$ cat config.mk
export PLATFORM = sky130hd
export DESIGN_NAME = meter_frame_sync_deframer
export DESIGN_NICKNAME = d
export VERILOG_FILES = /design/src/mfsd_pkg.sv /design/src/mfsd_in_reg.sv /design/src/mfsd_core.sv /design/src/mfsd_out_reg.sv /design/src/meter_frame_sync_deframer.sv
export SDC_FILE = /design/constraint.sdc
export NUM_CORES = 1
export LEC_CHECK = 0
export ABC_AREA = 1
export BUFFER_PORTS_ARGS = -buffer_cell sky130_fd_sc_hd__buf_2
export CORE_ASPECT_RATIO = 0.5
export CORE_UTILIZATION = 52
export CTS_BUF_LIST = sky130_fd_sc_hd__clkbuf_8
export DETAILED_ROUTE_END_ITERATION = 7
export PLACE_DENSITY_LB_ADDON = 0.1
export SLEW_MARGIN = 20
export SYNTH_ARGS = -nofsm -noshare
export SYNTH_HDL_FRONTEND = slang
export SYNTH_SLANG_ARGS = --single-unit
$ cat constraint.sdc
create_clock -name clk -period 1.7 [get_ports clk]
set_clock_uncertainty 0.1 [all_clocks]
set_input_delay 0.17 -clock clk [delete_from_list [all_inputs] [get_ports clk]]
set_output_delay 0.17 -clock clk [all_outputs]
set_load 0.05 [all_outputs]
$ cat src/mfsd_pkg.sv
// ----------------------------------------------------------------------------
// mfsd_pkg
// Shared constants and types of the meter frame deframer.
// ----------------------------------------------------------------------------
package mfsd_pkg;

  localparam int unsigned BYTE_W   = 8;
  localparam int unsigned POWER_W  = 16;
  localparam int unsigned STATUS_W = 2;
  localparam int unsigned POS_W    = 3;

  localparam logic [BYTE_W-1:0] PRE0       = 8'h24;
  localparam logic [BYTE_W-1:0] PRE1       = 8'h56;
  localparam logic [BYTE_W-1:0] CHECK_BASE = 8'hFF;

  localparam logic [STATUS_W-1:0] ST_GOOD = 2'd0;
  localparam logic [STATUS_W-1:0] ST_CSUM = 2'd1;
  localparam logic [STATUS_W-1:0] ST_SYNC = 2'd2;

  localparam logic [POS_W-1:0] POS_START = 3'd0;
  localparam logic [POS_W-1:0] POS_PRE1  = 3'd1;
  localparam logic [POS_W-1:0] POS_BODY  = 3'd2;
  localparam logic [POS_W-1:0] POS_PWRH  = 3'd4;
  localparam logic [POS_W-1:0] POS_PWRL  = 3'd5;
  localparam logic [POS_W-1:0] POS_CHECK = 3'd7;

  typedef struct packed {
    logic                vld;
    logic [POWER_W-1:0]  power;
    logic [STATUS_W-1:0] status;
  } res_t;

endpackage

$ cat src/mfsd_in_reg.sv
// ----------------------------------------------------------------------------
// mfsd_in_reg
// Input register: holds one received byte until the frame core takes it.
// ----------------------------------------------------------------------------
module mfsd_in_reg (
  input  logic                         clk,
  input  logic                         rst_n,
  input  logic                         in_valid,
  output logic                         in_ready,
  input  logic [mfsd_pkg::BYTE_W-1:0]  in_rx_byte,
  input  logic                         take,
  output logic                         byte_vld,
  output logic [mfsd_pkg::BYTE_W-1:0]  byte_val
);

  logic                        vld_r, vld_nxt;
  logic [mfsd_pkg::BYTE_W-1:0] byte_r;

  assign in_ready = !vld_r || take;
  assign byte_vld = vld_r;
  assign byte_val = byte_r;

  always_comb begin
    vld_nxt = vld_r;
    if (in_valid && in_ready) begin
      vld_nxt = 1'b1;
    end else if (take) begin
      vld_nxt = 1'b0;
    end
  end

  always_ff @(posedge clk) begin
    if (!rst_n) begin
      vld_r <= 1'b0;
    end else begin
      vld_r <= vld_nxt;
    end
  end

  always_ff @(posedge clk) begin
    if (in_valid && in_ready) begin
      byte_r <= in_rx_byte;
    end
  end

endmodule

$ cat src/mfsd_core.sv
// ----------------------------------------------------------------------------
// mfsd_core
// Frame tracker: preamble hunt, byte position, checksum and power capture.
// ----------------------------------------------------------------------------
module mfsd_core (
  input  logic                         clk,
  input  logic                         rst_n,
  input  logic                         step,
  input  logic [mfsd_pkg::BYTE_W-1:0]  b,
  output mfsd_pkg::res_t               res
);

  logic                          locked_r, locked_nxt;
  logic [mfsd_pkg::POS_W-1:0]    pos_r, pos_nxt;
  logic [mfsd_pkg::BYTE_W-1:0]   prev_r, prev_nxt;
  logic [mfsd_pkg::BYTE_W-1:0]   sum_r, sum_nxt;
  logic [mfsd_pkg::POWER_W-1:0]  pwr_r, pwr_nxt;
  logic [mfsd_pkg::BYTE_W-1:0]   expected;

  assign expected = mfsd_pkg::CHECK_BASE - sum_r;

  always_comb begin
    locked_nxt = locked_r;
    pos_nxt    = pos_r;
    prev_nxt   = b;
    sum_nxt    = sum_r;
    pwr_nxt    = pwr_r;
    res.vld    = 1'b0;
    res.power  = '0;
    res.status = mfsd_pkg::ST_GOOD;
    if (!locked_r) begin
      if (prev_r == mfsd_pkg::PRE0 && b == mfsd_pkg::PRE1) begin
        locked_nxt = 1'b1;
        pos_nxt    = mfsd_pkg::POS_BODY;
        sum_nxt    = b;
        pwr_nxt    = '0;
      end else begin
        pos_nxt = mfsd_pkg::POS_START;
      end
    end else begin
      case (pos_r)
        mfsd_pkg::POS_START: begin
          sum_nxt = '0;
          pos_nxt = mfsd_pkg::POS_PRE1;
        end
        mfsd_pkg::POS_PRE1: begin
          if (prev_r != mfsd_pkg::PRE0 || b != mfsd_pkg::PRE1) begin
            // drop lock and restart the hunt from this byte
            locked_nxt = 1'b0;
            pos_nxt    = mfsd_pkg::POS_START;
            sum_nxt    = '0;
            res.vld    = 1'b1;
            res.status = mfsd_pkg::ST_SYNC;
          end else begin
            sum_nxt = b;
            pos_nxt = mfsd_pkg::POS_BODY;
          end
        end
        mfsd_pkg::POS_CHECK: begin
          pos_nxt = mfsd_pkg::POS_START;
          res.vld = 1'b1;
          if (b == expected) begin
            res.power = pwr_r;
          end else begin
            res.status = mfsd_pkg::ST_CSUM;
          end
        end
        default: begin
          sum_nxt = sum_r + b;
          if (pos_r == mfsd_pkg::POS_PWRH) begin
            pwr_nxt = {b, pwr_r[mfsd_pkg::BYTE_W-1:0]};
          end else if (pos_r == mfsd_pkg::POS_PWRL) begin
            pwr_nxt = {pwr_r[mfsd_pkg::POWER_W-1:mfsd_pkg::BYTE_W], b};
          end
          pos_nxt = pos_r + 3'd1;
        end
      endcase
    end
  end

  always_ff @(posedge clk) begin
    if (!rst_n) begin
      locked_r <= 1'b0;
      pos_r    <= mfsd_pkg::POS_START;
      prev_r   <= '0;
      sum_r    <= '0;
      pwr_r    <= '0;
    end else if (step) begin
      locked_r <= locked_nxt;
      pos_r    <= pos_nxt;
      prev_r   <= prev_nxt;
      sum_r    <= sum_nxt;
      pwr_r    <= pwr_nxt;
    end
  end

endmodule

$ cat src/mfsd_out_reg.sv
// ----------------------------------------------------------------------------
// mfsd_out_reg
// Result register: holds one frame result until the consumer takes it.
// ----------------------------------------------------------------------------
module mfsd_out_reg (
  input  logic                           clk,
  input  logic                           rst_n,
  input  logic                           load,
  input  mfsd_pkg::res_t                 res,
  output logic                           free,
  output logic                           out_valid,
  input  logic                           out_ready,
  output logic [mfsd_pkg::POWER_W-1:0]   out_power_watts,
  output logic [mfsd_pkg::STATUS_W-1:0]  out_frame_status
);

  logic                          vld_r, vld_nxt;
  logic [mfsd_pkg::POWER_W-1:0]  power_r;
  logic [mfsd_pkg::STATUS_W-1:0] status_r;

  assign free             = !vld_r || out_ready;
  assign out_valid        = vld_r;
  assign out_power_watts  = power_r;
  assign out_frame_status = status_r;

  always_comb begin
    vld_nxt = vld_r;
    if (load) begin
      vld_nxt = 1'b1;
    end else if (out_ready) begin
      vld_nxt = 1'b0;
    end
  end

  always_ff @(posedge clk) begin
    if (!rst_n) begin
      vld_r <= 1'b0;
    end else begin
      vld_r <= vld_nxt;
    end
  end

  always_ff @(posedge clk) begin
    if (load) begin
      power_r  <= res.power;
      status_r <= res.status;
    end
  end

endmodule

$ cat src/meter_frame_sync_deframer.sv
// ----------------------------------------------------------------------------
// meter_frame_sync_deframer
// Serial power meter frame deframer: one request per received byte, one
// result request per completed or broken frame.
// ----------------------------------------------------------------------------
// Takes one byte per clock cycle, sustained, for as long as the result side
// keeps up; a byte waits in the input register until the tracker takes it,
// and its result, if any, is loaded into the result register as it is taken.
// The rate is set by the frame tracker's update of position, running sum and
// power bytes for each byte taken. After reset the block hunts for the 0x24
// 0x56 preamble and emits nothing until it has locked; each 8-byte frame then
// yields one result: status 0 with the power, status 1 on a checksum
// mismatch, or status 2 when the preamble is missing and the hunt restarts.
module meter_frame_sync_deframer (
  input  logic                           clk,
  input  logic                           rst_n,
  input  logic                           in_valid,
  output logic                           in_ready,
  input  logic [mfsd_pkg::BYTE_W-1:0]    in_rx_byte,
  output logic                           out_valid,
  input  logic                           out_ready,
  output logic [mfsd_pkg::POWER_W-1:0]   out_power_watts,
  output logic [mfsd_pkg::STATUS_W-1:0]  out_frame_status
);

  logic                        byte_vld;
  logic [mfsd_pkg::BYTE_W-1:0] byte_val;
  logic                        out_free;
  logic                        take;
  mfsd_pkg::res_t              res;

  assign take = byte_vld && out_free;

  mfsd_in_reg u_in_reg (
    .clk        (clk),
    .rst_n      (rst_n),
    .in_valid   (in_valid),
    .in_ready   (in_ready),
    .in_rx_byte (in_rx_byte),
    .take       (take),
    .byte_vld   (byte_vld),
    .byte_val   (byte_val)
  );

  mfsd_core u_core (
    .clk   (clk),
    .rst_n (rst_n),
    .step  (take),
    .b     (byte_val),
    .res   (res)
  );

  mfsd_out_reg u_out_reg (
    .clk              (clk),
    .rst_n            (rst_n),
    .load             (take && res.vld),
    .res              (res),
    .free             (out_free),
    .out_valid        (out_valid),
    .out_ready        (out_ready),
    .out_power_watts  (out_power_watts),
    .out_frame_status (out_frame_status)
  );

endmodule

# == Yosys cells after proc, flatten, opt, wreduce, memory -nomap -nowiden ==
# Index checks and enable logic that the tools add are counted.
# Widths: inputs -> output; s select.
# word_totals
word_cells,75
out_inout_bits,20
ff_bits,64
# classes
addsub,3
n_mux,29
reduce_logical,18
n_eq_ne,14
# ops
operator,count
$mux 16,6
$mux 8,4
$pmux 8 s3,1
$mux 19,1
$mux 1,10
$ne 2x2->1 const B,5
$eq 3x3->1 const B,3
$pmux 3 s3,1
$add 8x8->8,1
$eq 8x6->1 const B,1
$eq 8x7->1 const B,1
$eq 8x8->1,1
$ne 8x6->1 const B,1
$ne 8x7->1 const B,1
$sub 8x8->8 const A,1
$mux 2,3
$reduce_and 3->1,2
$reduce_bool 2->1,3
$reduce_and 5->1,1
$logic_and 1x1->1,4
$pmux 2 s2,1
$reduce_and 4->1,1
$add 3x1->3 const B,1
$eq 3x1->1 const B,1
6 further kinds,9

# == Depth between registers and ports, before layout ==
# Gate-level depths: netlist of the first run.
# depth
ltp_word,7
mapped_depth,11
depth_no_buf,11

# == Cells and area by module ==
# Synthesis of the first run repeated with hierarchy kept, for this count alone.
# hier_totals
hier_cells,389
hier_area_um2,3125.5
# modules_own_cells
mod,seq_area_each_um2,cells_each,area_per_inst_um2,n_inst
mfsd_core,720.7,346,2229.6,1
mfsd_out_reg,560.5,24,586.8,1
mfsd_in_reg,260.2,15,291.5,1
meter_frame_sync_deframer,0.0,4,17.5,1

# == Worst setup path before layout of the first run ==
# Ideal clock, no wire load.
# synth_timing
path_type,register -> register
from,register u_out_reg.vld_r (netlist: u_out_reg.out_valid)
to,"register u_in_reg.byte_r, in the netlist u_in_reg.byte_val[0], enable pin"
t_arrival_ns,1.551
n_path_buf,0
synth_period_minus_slack_ns,1.926
setup_slack_ns,-0.226
setup_time_ns,0.275
path_stages_with_launch,4
t_required_ns,1.325
path_cell_list,dfxtp_1 -> nand3_1 -> nand2_1 -> inv_1
# synth_between
elab_chain_len,5
# synth_rtl
item,line,source
from (decl),mfsd_out_reg.sv:17,"logic vld_r, vld_nxt;"
from (signal assigned),mfsd_out_reg.sv:39,vld_r <= vld_nxt;
$logic_not 1->1,mfsd_out_reg.sv:21,assign free = !vld_r || out_ready;
$logic_or 1x1->1,mfsd_out_reg.sv:21,
$logic_and 1x1->1,meter_frame_sync_deframer.sv:32,assign take = byte_vld && out_free;
$logic_or 1x1->1,mfsd_in_reg.sv:19,assign in_ready = !vld_r || take;
named net in_ready,meter_frame_sync_deframer.sv:18,"output logic in_ready,"
$logic_and 1x1->1,mfsd_in_reg.sv:41,if (in_valid && in_ready) begin
to (signal assigned),mfsd_in_reg.sv:42,byte_r <= in_rx_byte;
to (decl),mfsd_in_reg.sv:17,logic [mfsd_pkg::BYTE_W-1:0] byte_r;
# The timed path passes the listed nets, and every way through them passes these cells.
# A chain may end at the register's enable or synchronous reset.

# == Worst setup path after layout of the first run ==
# layout_timing
from,"register u_in_reg.byte_r, in the netlist u_in_reg.byte_val[7]"
to,"register u_out_reg.power_r, in the netlist u_out_reg.out_power_watts[11], enable pin"
# layout_between
elab_chain_len,6
# layout_rtl
item,line,source
$ne 8x7->1,mfsd_core.sv:47,if (prev_r != mfsd_pkg::PRE0 || b != mfsd_pkg::PRE1) begin
$logic_or 1x1->1,mfsd_core.sv:47,
$mux 1,mfsd_core.sv:47,
$pmux 1 s2,mfsd_core.sv:41,case (pos_r)
$mux 19,mfsd_core.sv:31,if (!locked_r) begin
$logic_and 1x1->1,meter_frame_sync_deframer.sv:56,".load (take && res.vld),"
named net u_out_reg.load,mfsd_out_reg.sv:8,"input logic load,"
to (signal assigned),mfsd_out_reg.sv:45,power_r <= res.power;
to (decl),mfsd_out_reg.sv:18,logic [mfsd_pkg::POWER_W-1:0] power_r;
# The timed path passes the listed nets, and every way through them passes these cells.

==> flow_metrics.tcl, run 1 <==
set metrics [dict create \
    routed-via-count 3069 \
    grt_use_total_pct 28.8 \
    maxSlewHeadroom_pct 56.0 \
    hold_viol_final 0 \
    grt_overflow_total 0 \
    crit_path_start_kind "flop" \
    stdcell_area_um2 4720 \
    seq_power_share_pct 48.5 \
    die_y_um 56.4 \
    clk_latency_ns 0.37 \
    path_clk_slew_ns 0.07 \
    nets 520 \
    setup_violations 61 \
    end_kind "flop" \
    total_leakage_power_nw 1.98 \
    status "finished with violations" \
    die_w_um 111 \
    wirelength_um 9390 \
    area_delta_synth_final_pct 53.3 \
    port_buffers 31 \
    crit_slowest_cell "edfxtp_1" \
    clock-root-buffer "clkbuf_8" \
    fin_ws_ns -0.303 \
    maxSlewViolCount 0 \
    cts_buffers 9 \
    yosys_warnings 0 \
    swShare_pct 23.9 \
    synth_area_per_cell_um2 7.93 \
    place_congestion 0.965 \
    power_switching_w 0.000811 \
    rsz0062_at_grt "yes" \
    p_comb_share_pct 8.5 \
    p_per_area_nw_per_um2 718 \
    hpwl_um 5240 \
    diodes 0 \
    cts_tree "done" \
    cp.arrival_ns 2.04 \
    drc_errors 0 \
    crit_type "reg -> reg" \
    ant_nets 0 \
    core-area_um2 5590 \
    syn_nets 412 \
    peakVddDrop_v 0.000736 \
    clk_path_buf_depth 2 \
    postSynthCellCount 388 \
    routedWlPerCell_um 16.4 \
    yosysUniqueCellTypes 30 \
    crit_chain "nor2_2, nand2_1, nor2_2, nand2_1, nand2_2, nand2_2, nand3_4, clkinvlp_4, buf_12, buf_12" \
    die_area_um2 6250 \
    power_frac_clock_pct 43.0 \
    p_int_w 0.00258 \
    place_ws_ns -0.206 \
    drt_first_pass_iters 5 \
    crit_fanout 9 \
    grt_pass1_wl_um 13500 \
    grt_antenna_before_repair 0 \
    ys_ff_latch 64 \
    setup_tns_ns -11.36 \
    fmax_ghz 0.499 \
    vias_per_cell 5.35 \
    htreeDepth 3 \
    clock_sinks 64 \
    cp.required_ns 1.73 \
    max_stage_delay_ns 0.51 \
    drt_iter0_markers 324 \
    syn_area_um2 3080 \
    hold_path_class "in -> reg" \
    power_w 0.00339 \
    io_pins 32 \
    ys_seq_area_share_pct 50.1 \
    fin_crit_ns 2.00 \
    rows 19 \
    drive_gt1_share_pct 44.9 \
    fin_crit_sh_pct 118 \
    violations "negative setup slack" \
    grt_pass1_vias 2955 \
    grt_max_degree 17 \
    initial_core_util_pct 55.1 \
    drv_cap 0 \
    place_area_um2 3760 \
    worst_pin_slew_ns 0.659 \
]
power by group through the flow:
stage	Clock [W]	Sequential [W]	Combinational (W)
after floorplan	0	0.00167	0.000106
after global placement	0	0.00167	0.000205
after detailed placement	0	0.00168	0.000213
after CTS	0.00147	0.00164	0.000255
after global routing	0.00152	0.00165	0.000309
final	0.00146	0.00164	0.000289
kinds of logic after synthesis:
logic type,count (synthesis),synth area share [%]
and+or+nand+nor,178,24.5
buffers and inverters,72,9.67
DFF,64,50.1
AOI/OAI and AO/OA,60,10.0
adders and majority gates,12,5.12
xor gates and xnor gates,2,0.569
layout by cell type (no fill, tap or decap), drive strengths merged:
cell         synthesis  routed
fa                   1       1
dlygate4sd3          0       8
o22ai                1       1
a21o                 1       1
a31oi                1       1
inv                 63      63
nand3b               1       1
and2                 1       1
dfxtp               38      38
or2                  3       3
edfxtp              26      26
nand3               15      15
ha                  11      11
nand2               71      73
nor2                75      75
clkbuf               4       9
a21oi               32      32
nand4                3       3
bufinv               0       2
clkinvlp             0       2
buf                  5      96
nor3                 9       9
clkinv               0       3
xnor2                1       1
xor2                 1       1
o21ai               25      25
final cells by class:
type | instances | area (um^2)
clock buffer | 9 | 124
tap | 73 | 91.3
fill | 296 | 867
multi-input combinational | 254 | 1730
timing repair buffer | 104 | 880
clock inverter | 7 | 95.1
inverter | 63 | 253
sequential | 64 | 1550
sequential cells by signal, summed over array words and instances, names as in the netlist, 2 cells and up:
| name | count |
|---|---|
| u_core.pos_r | 3 |
| u_core.prev_r | 8 |
| u_core.pwr_r | 16 |
| u_core.sum_r | 8 |
| u_in_reg.byte_val | 8 |
| u_out_reg.out_frame_status | 2 |
| u_out_reg.out_power_watts | 16 |
layer usage:
metal	vias to the layer above	routed length, um	track usage (%)
li1	1455	-	-
met2	148	4720	51.8
met5	-	0	0
met4	0	331	14.7
met3	39	643	9.94
met1	1427	3690	30.5
final timing paths:
kind / startpoint / to / slack (ns) / cells past startpoint
max reg2reg: u_in_reg.byte_val[7] / u_out_reg.out_power_watts[11] / -0.30 / 10
min reg2reg: u_core.pwr_r[7] / u_core.pwr_r[7] / 0.37 / 2
min: out_ready / u_in_reg.byte_vld / 0.03 / 4
max: u_in_reg.byte_val[7] / u_out_reg.out_power_watts[11] / -0.30 / 10
worst max-delay path: cells and delay by family, from the launching register on:
family                 cells  cell delay [ns]
AND/OR/NAND/NOR            7             0.76
flip-flops                 1             0.51
buffers and inverters      3             0.41
synth_stat cells (all sizes together):
cell type  instances  area (um^2)
nor2              75          294
nand2             71          284
inv               63          236
dfxtp             38          761
a21oi             32          164
edfxtp            26          781
o21ai             25          125
nand3             15         80.1
ha                11          138
nor3               9         45.0
buf                5         46.3
clkbuf             4         15.0
nand4              3         18.8
or2                3         18.8
a21o               1         7.51
a31oi              1         6.26
and2               1         6.26
fa                 1         20.0
nand3b             1         7.51
o22ai              1         6.26
xnor2              1         8.76
xor2               1         8.76
repair_timing:
action,CTS,global route
cloned,2,1
endpoints found under the setup margin,59,60
hold endpoints to repair,8,0
hold buffers,8,0
buffers inserted,14,4
gates resized for setup,66,72
pin swaps,21,21
per-stage QoR:
step | hold WS, ns | utilization (%) | instances
2_1_floorplan | 0.169 | - | 388
4_1_cts | 0.00596 | 79.4 | 570
3_5_place_dp | 0.248 | 67.3 | 532
6_report | 0.0259 | 84.5 | 574
3_3_place_gp | 0.246 | 67.3 | 532
5_1_grt | 0.0375 | 84.5 | 574
(Power assumes the default switching activity.)
==> run 2, diff against run 1 <==
- MAX_ROUTING_LAYER: unset -> met4
==> flow_metrics.tcl, run 2 (synthesis results as in run 1) <==
set metrics [dict create \
    port_buffers 31 \
    vias_per_cell 5.36 \
    p_per_area_nw_per_um2 721 \
    rr_startpoint "u_core.pos_r[0]" \
    max_stage_delay_ns 0.37 \
    hold_path_class "in -> reg" \
    grt_use_met3_pct 9.94 \
    cp.depth 9 \
    nets 519 \
    place_area_um2 3760 \
    placedCellCount 532 \
    peakVddDrop_v 0.000713 \
    status "finished with violations" \
    die_area_um2 6250 \
    startpoint "u_core.pos_r[0]" \
    stdcell_count 573 \
    fin_crit_ns 1.95 \
    cts_tree "done" \
    worstRegToRegCells 9 \
    crit_slowest_cell "dfxtp_2" \
    htreeDepth 3 \
    clk_path_buf_depth 2 \
    clock-root-buffer "clkbuf_8" \
    busiest_layer "met2" \
    routed-via-count 3069 \
    crit_fanout 9 \
    maxSlewHeadroom_pct 57.1 \
    rows 19 \
    r2r_setup_slack_ns -0.25 \
    grt_use_total_pct 29.7 \
    clk_latency_ns 0.37 \
    cp.required_ns 1.68 \
    grt_overflow_total 0 \
    place_congestion 0.983 \
    grt_pass1_wl_um 13500 \
    io_pins 32 \
    hpwl_um 5240 \
    die_y_um 56.4 \
    crit_chain "ha_1, inv_1, nor2_1, inv_1, o21ai_1, nand3_4, clkinvlp_4, buf_12, buf_12" \
    wirelength_um 9150 \
    crit_type "reg -> reg" \
    routedWlPerCell_um 16.0 \
    grt_antenna_before_repair 0 \
    core-area_um2 5590 \
    area_delta_synth_final_pct 53.0 \
    cp_num_buf_inv 5 \
    final_common_cell "nor2_1" \
    die_w_um 111 \
    drive_gt1_share_pct 44.8 \
    endpoint "u_out_reg.out_power_watts[9]" \
    cp.arrival_ns 1.94 \
    diodes 0 \
    use_met1_pct 30.6 \
    r2r-end "u_out_reg.out_power_watts[9]" \
    grt_max_degree 17 \
    hold_viol_final 0 \
    drt_first_pass_iters 5 \
    path_clk_slew_ns 0.07 \
    end_kind "flop" \
    drc_errors 0 \
    rsz0062_at_grt "yes" \
    cts_buffers 9 \
    fmax_ghz 0.512 \
    setup_violations 59 \
    maxSlewViolCount 0 \
    worst_pin_slew_ns 0.643 \
    violations "negative setup slack" \
    hold-worst-slack_ns 0.0260 \
    stdcell_area_um2 4710 \
    cp_top_family "buffers and inverters" \
    clock_sinks 64 \
    final_cell_mix "nor2_1, inv_1, nand2_1, buf_4, dfxtp_1" \
    initial_core_util_pct 55.1 \
    fin_crit_sh_pct 115 \
    drt_iter0_markers 278 \
    grt_pass1_vias 2952 \
    fin_ws_ns -0.252 \
    ant_nets 0 \
    drv_cap 0 \
    met2_usage_pct 51.8 \
    total_leakage_power_nw 1.98 \
    crit_path_start_kind "flop" \
]
[run 2: worst min-delay path by stage]
stage	startpoint	to	slack [ns]	cells after the start
after floorplan	in_rx_byte[0]	u_in_reg.byte_val[0]	0.17	0
after global placement	in_rx_byte[7]	u_in_reg.byte_val[7]	0.25	1
after detailed placement	in_rx_byte[4]	u_in_reg.byte_val[4]	0.25	1
after CTS	out_ready	u_in_reg.byte_vld	0.006	4
after global routing	out_ready	u_in_reg.byte_vld	0.04	4
final	out_ready	u_in_reg.byte_vld	0.03	4
[run 2: power breakdown]
part           switching, W  total, W  internal (W)
logic              0.000154  0.000289      0.000135
registers         0.0000257   0.00165       0.00162
clock network      0.000635   0.00146      0.000826
total              0.000815   0.00340       0.00258
[run 2: per-layer routing]
layer  up-vias  wire length [um]  part of all wire [%]
li1       1451                 -                     -
met1      1424              3540                    39
met2       139              4520                    49
met3        55               683                   7.5
met4         0               401                   4.4
met5         -                 0                     0
[run 2: metrics by stage]
stage / total power [W] / worst slack, ns / TNS, ns / utilization, %
floorplan: 0.00178 / -0.0899 / -0.888 / -
global placement: 0.00188 / -0.134 / -4.81 / 67.3
detailed placement: 0.00189 / -0.206 / -9.23 / 67.3
CTS: 0.00336 / -0.180 / -6.97 / 79.4
global route: 0.00348 / -0.337 / -14.79 / 84.3
finish: 0.00340 / -0.252 / -9.12 / 84.3
[run 2: timing repair]
action	CTS	global route
endpoints found under the hold margin	8	0
buffers inserted	14	3
gates cloned	2	1
resized for setup	66	72
hold buffers	8	0
endpoints found under the setup margin	59	60
pin swaps	21	24
[run 2: layout make-up]
type                            instances  area, um^2
Inverter                               63         253
Clock inverter                          7        95.1
Fill cell                             289         877
Tap cell                               73        91.3
Sequential cell                        64        1550
Clock buffer                            9         124
Timing Repair Buffer                  103         876
Multi-Input combinational cell        254        1730
[run 2: worst reg2reg max path: cells and delay by family, from the launching register on]
| family | cells | cell delay [ns] |
|---|---|---|
| buf+inv | 5 | 0.51 |
| flops | 1 | 0.37 |
| simple gates | 2 | 0.27 |
| fa+ha+maj | 1 | 0.23 |
| compound gates | 1 | 0.18 |
==> run 3, diff against run 2 <==
- SYNTH_HIERARCHICAL: unset -> 1
==> flow_metrics.tcl, run 3 <==
set metrics [dict create \
    die_y_um 56.8 \
    cts_tree "done" \
    diodes 0 \
    maxSlewHeadroom_pct 62.9 \
    hold_viol_final 0 \
    port_buffers 31 \
    end_kind "flop" \
    drv_cap 0 \
    area_delta_synth_final_pct 42.7 \
    ys_seq_area_share_pct 49.3 \
    hpwl_um 5320 \
    yosysUniqueCellTypes 30 \
    synth_enable_flop_cells 26 \
    crit_path_start_kind "flop" \
    syn_nets 413 \
    stdcell_area_um2 4460 \
    ant_nets 0 \
    final_cell_mix "nand2_1, nor2_1, inv_1" \
    grt_pass1_vias 2837 \
    synth_area_leader_cell "edfxtp_1" \
    yosys-top-cells-count "nand2_1, nor2_1, inv_1" \
    die_w_um 112 \
    io_pins 32 \
    p_per_area_nw_per_um2 720 \
    maxSlewViolCount 0 \
    rsz0062_at_grt "yes" \
    hold-worst-slack_ns 0.0300 \
    worstHoldStart "rst_n" \
    cp.arrival_ns 2.13 \
    status "finished with violations" \
    clock_sinks 64 \
    clock-root-buffer "clkbuf_8" \
    grt_pass1_wl_um 13200 \
    htreeDepth 3 \
    fin_crit_sh_pct 115 \
    place_area_um2 3640 \
    place_congestion 0.872 \
    clk_latency_ns 0.37 \
    rows 19 \
    yosys.area.top_type_share_pct 25.0 \
    grt_antenna_before_repair 0 \
    grt_max_degree 20 \
    hold_path_class "in -> reg" \
    clk_path_buf_depth 2 \
    grt_use_total_pct 28.8 \
    path_clk_slew_ns 0.08 \
    crit_type "reg -> reg" \
    nets 505 \
    syn_area_um2 3130 \
    hold_depth 3 \
    routed-via-count 2982 \
    drc_errors 5 \
    vias_per_cell 5.33 \
    worstRegToRegCells 9 \
    rr_startpoint "u_in_reg/byte_val[5]" \
    whs_endpoint "u_out_reg/out_valid" \
    final_util_pct 79.2 \
    seq_area_um2 1550 \
    synthFlopType "dfxtp_1" \
    multi_input_area_um2 1770 \
    synthTopCellsByArea "edfxtp_1, dfxtp_1, nand2_1" \
    r2r-end "u_core/pwr_r[10]" \
    wirelength_um 8680 \
    yosys_warnings 6 \
    ys_ff_latch 64 \
    die_area_um2 6340 \
    fmax_ghz 0.511 \
    worst_pin_slew_ns 0.555 \
    startpoint "u_in_reg/byte_val[5]" \
    routedWlPerCell_um 15.5 \
    r2r_setup_slack_ns -0.26 \
    peakVddDrop_v 0.000678 \
    grt_overflow_total 0 \
    violations "design-rule violations, negative setup slack" \
    cts_buffers 9 \
    drt_first_pass_iters 7 \
    async_flop_share_pct 0 \
    total_leakage_power_nw 1.88 \
    core-area_um2 5630 \
    setup_violations 62 \
    yosys.cell_count.top_type "nand2_1" \
    fin_ws_ns -0.256 \
    postSynthCellCount 389 \
    initial_core_util_pct 55.5 \
    crit_fanout 7 \
    drive_gt1_share_pct 40.1 \
    synth_area_per_cell_um2 8.03 \
    fin_crit_ns 1.96 \
    nFillCells 364 \
    setup_tns_ns -8.26 \
    cp.required_ns 1.88 \
    drt_iter0_markers 322 \
]
run 3: changes by cell type after synthesis, sizes merged, moves of 2 or more:
| cell | delta |
|---|---|
| inv | -15 |
| nand3b | +2 |
| nand3 | +5 |
| or2 | -2 |
| o21ai | -6 |
| a21oi | +3 |
| nor3 | -6 |
| clkbuf | +2 |
| nand2 | +16 |
run 3: critical path, cell delays in order, from the launching register on:
cell and delay (ns):
edfxtp_1 0.47, buf_6 0.17, nor2_4 0.08, nand3_2 0.09, nor2_4 0.18, nand3_4 0.14, nand2_8 0.20, buf_6 0.17
nand3_2 0.08, a21oi_1 0.18
run 3: area by class of cell:
class                   count  share of cell area [%]
multi-input cells         271                    39.7
flip-flops and latches     64                    34.6
clock buffers               9                    2.78
clock inverters             7                    1.60
well taps                  73                    2.05
inverters                  48                    4.32
repair buffers             87                    14.9
run 3: kinds of logic (layout without fill, tap and decap cells):
group / Yosys count / in the layout / share of synthesized area [%]
compound gates: 57 / 57 / 10.0
flops: 64 / 64 / 49.3
simple gates: 195 / 199 / 26.9
xor+xnor: 3 / 3 / 0.841
fa+ha+maj: 12 / 12 / 5.04
buf+inv: 58 / 151 / 7.85
run 3: per-layer routing:
layer / up-vias / GRT usage [%] / wire, um
met5: - / - / 0
li1: 1445 / - / -
met3: 33 / 9.61 / 656
met2: 139 / 46.9 / 4230
met4: 0 / 13.1 / 211
met1: 1365 / 32.6 / 3580
run 3: per-stage QoR:
step                total power [W]  setup WS [ns]  cells
floorplan                   0.00178        -0.0614    389
global placement            0.00185         -0.174    516
detailed placement          0.00186         -0.221    516
CTS                         0.00319         -0.144    551
global route                0.00331         -0.279    559
finish                      0.00321         -0.256    559
run 3: power breakdown:
| part | internal [W] | switching, W | total (W) |
|---|---|---|---|
| Combinational | 0.000111 | 0.000135 | 0.000246 |
| Sequential | 0.00162 | 0.0000260 | 0.00164 |
| Clock | 0.000678 | 0.000642 | 0.00132 |
| Total | 0.00241 | 0.000804 | 0.00321 |
run 3: worst max-delay path by stage:
stage                                               end  slack (ns)  cells past startpoint
after global placement     u_out_reg/out_power_watts[6]       -0.17                      6
after detailed placement   u_out_reg/out_power_watts[6]       -0.22                      6
after floorplan           u_out_reg/out_frame_status[0]       -0.06                      8
after CTS                 u_out_reg/out_frame_status[0]       -0.14                      7
after global routing                   u_core/pwr_r[10]       -0.28                      9
final                                  u_core/pwr_r[10]       -0.26                      9
run 3: what timing repair did:
item,in CTS,in global routing
setup buffers,7,9
resized for setup,64,43
pin swaps,28,21
endpoints found under the setup margin,60,64
hold buffers,10,0
hold endpoints to repair,10,0
cloned,3,1
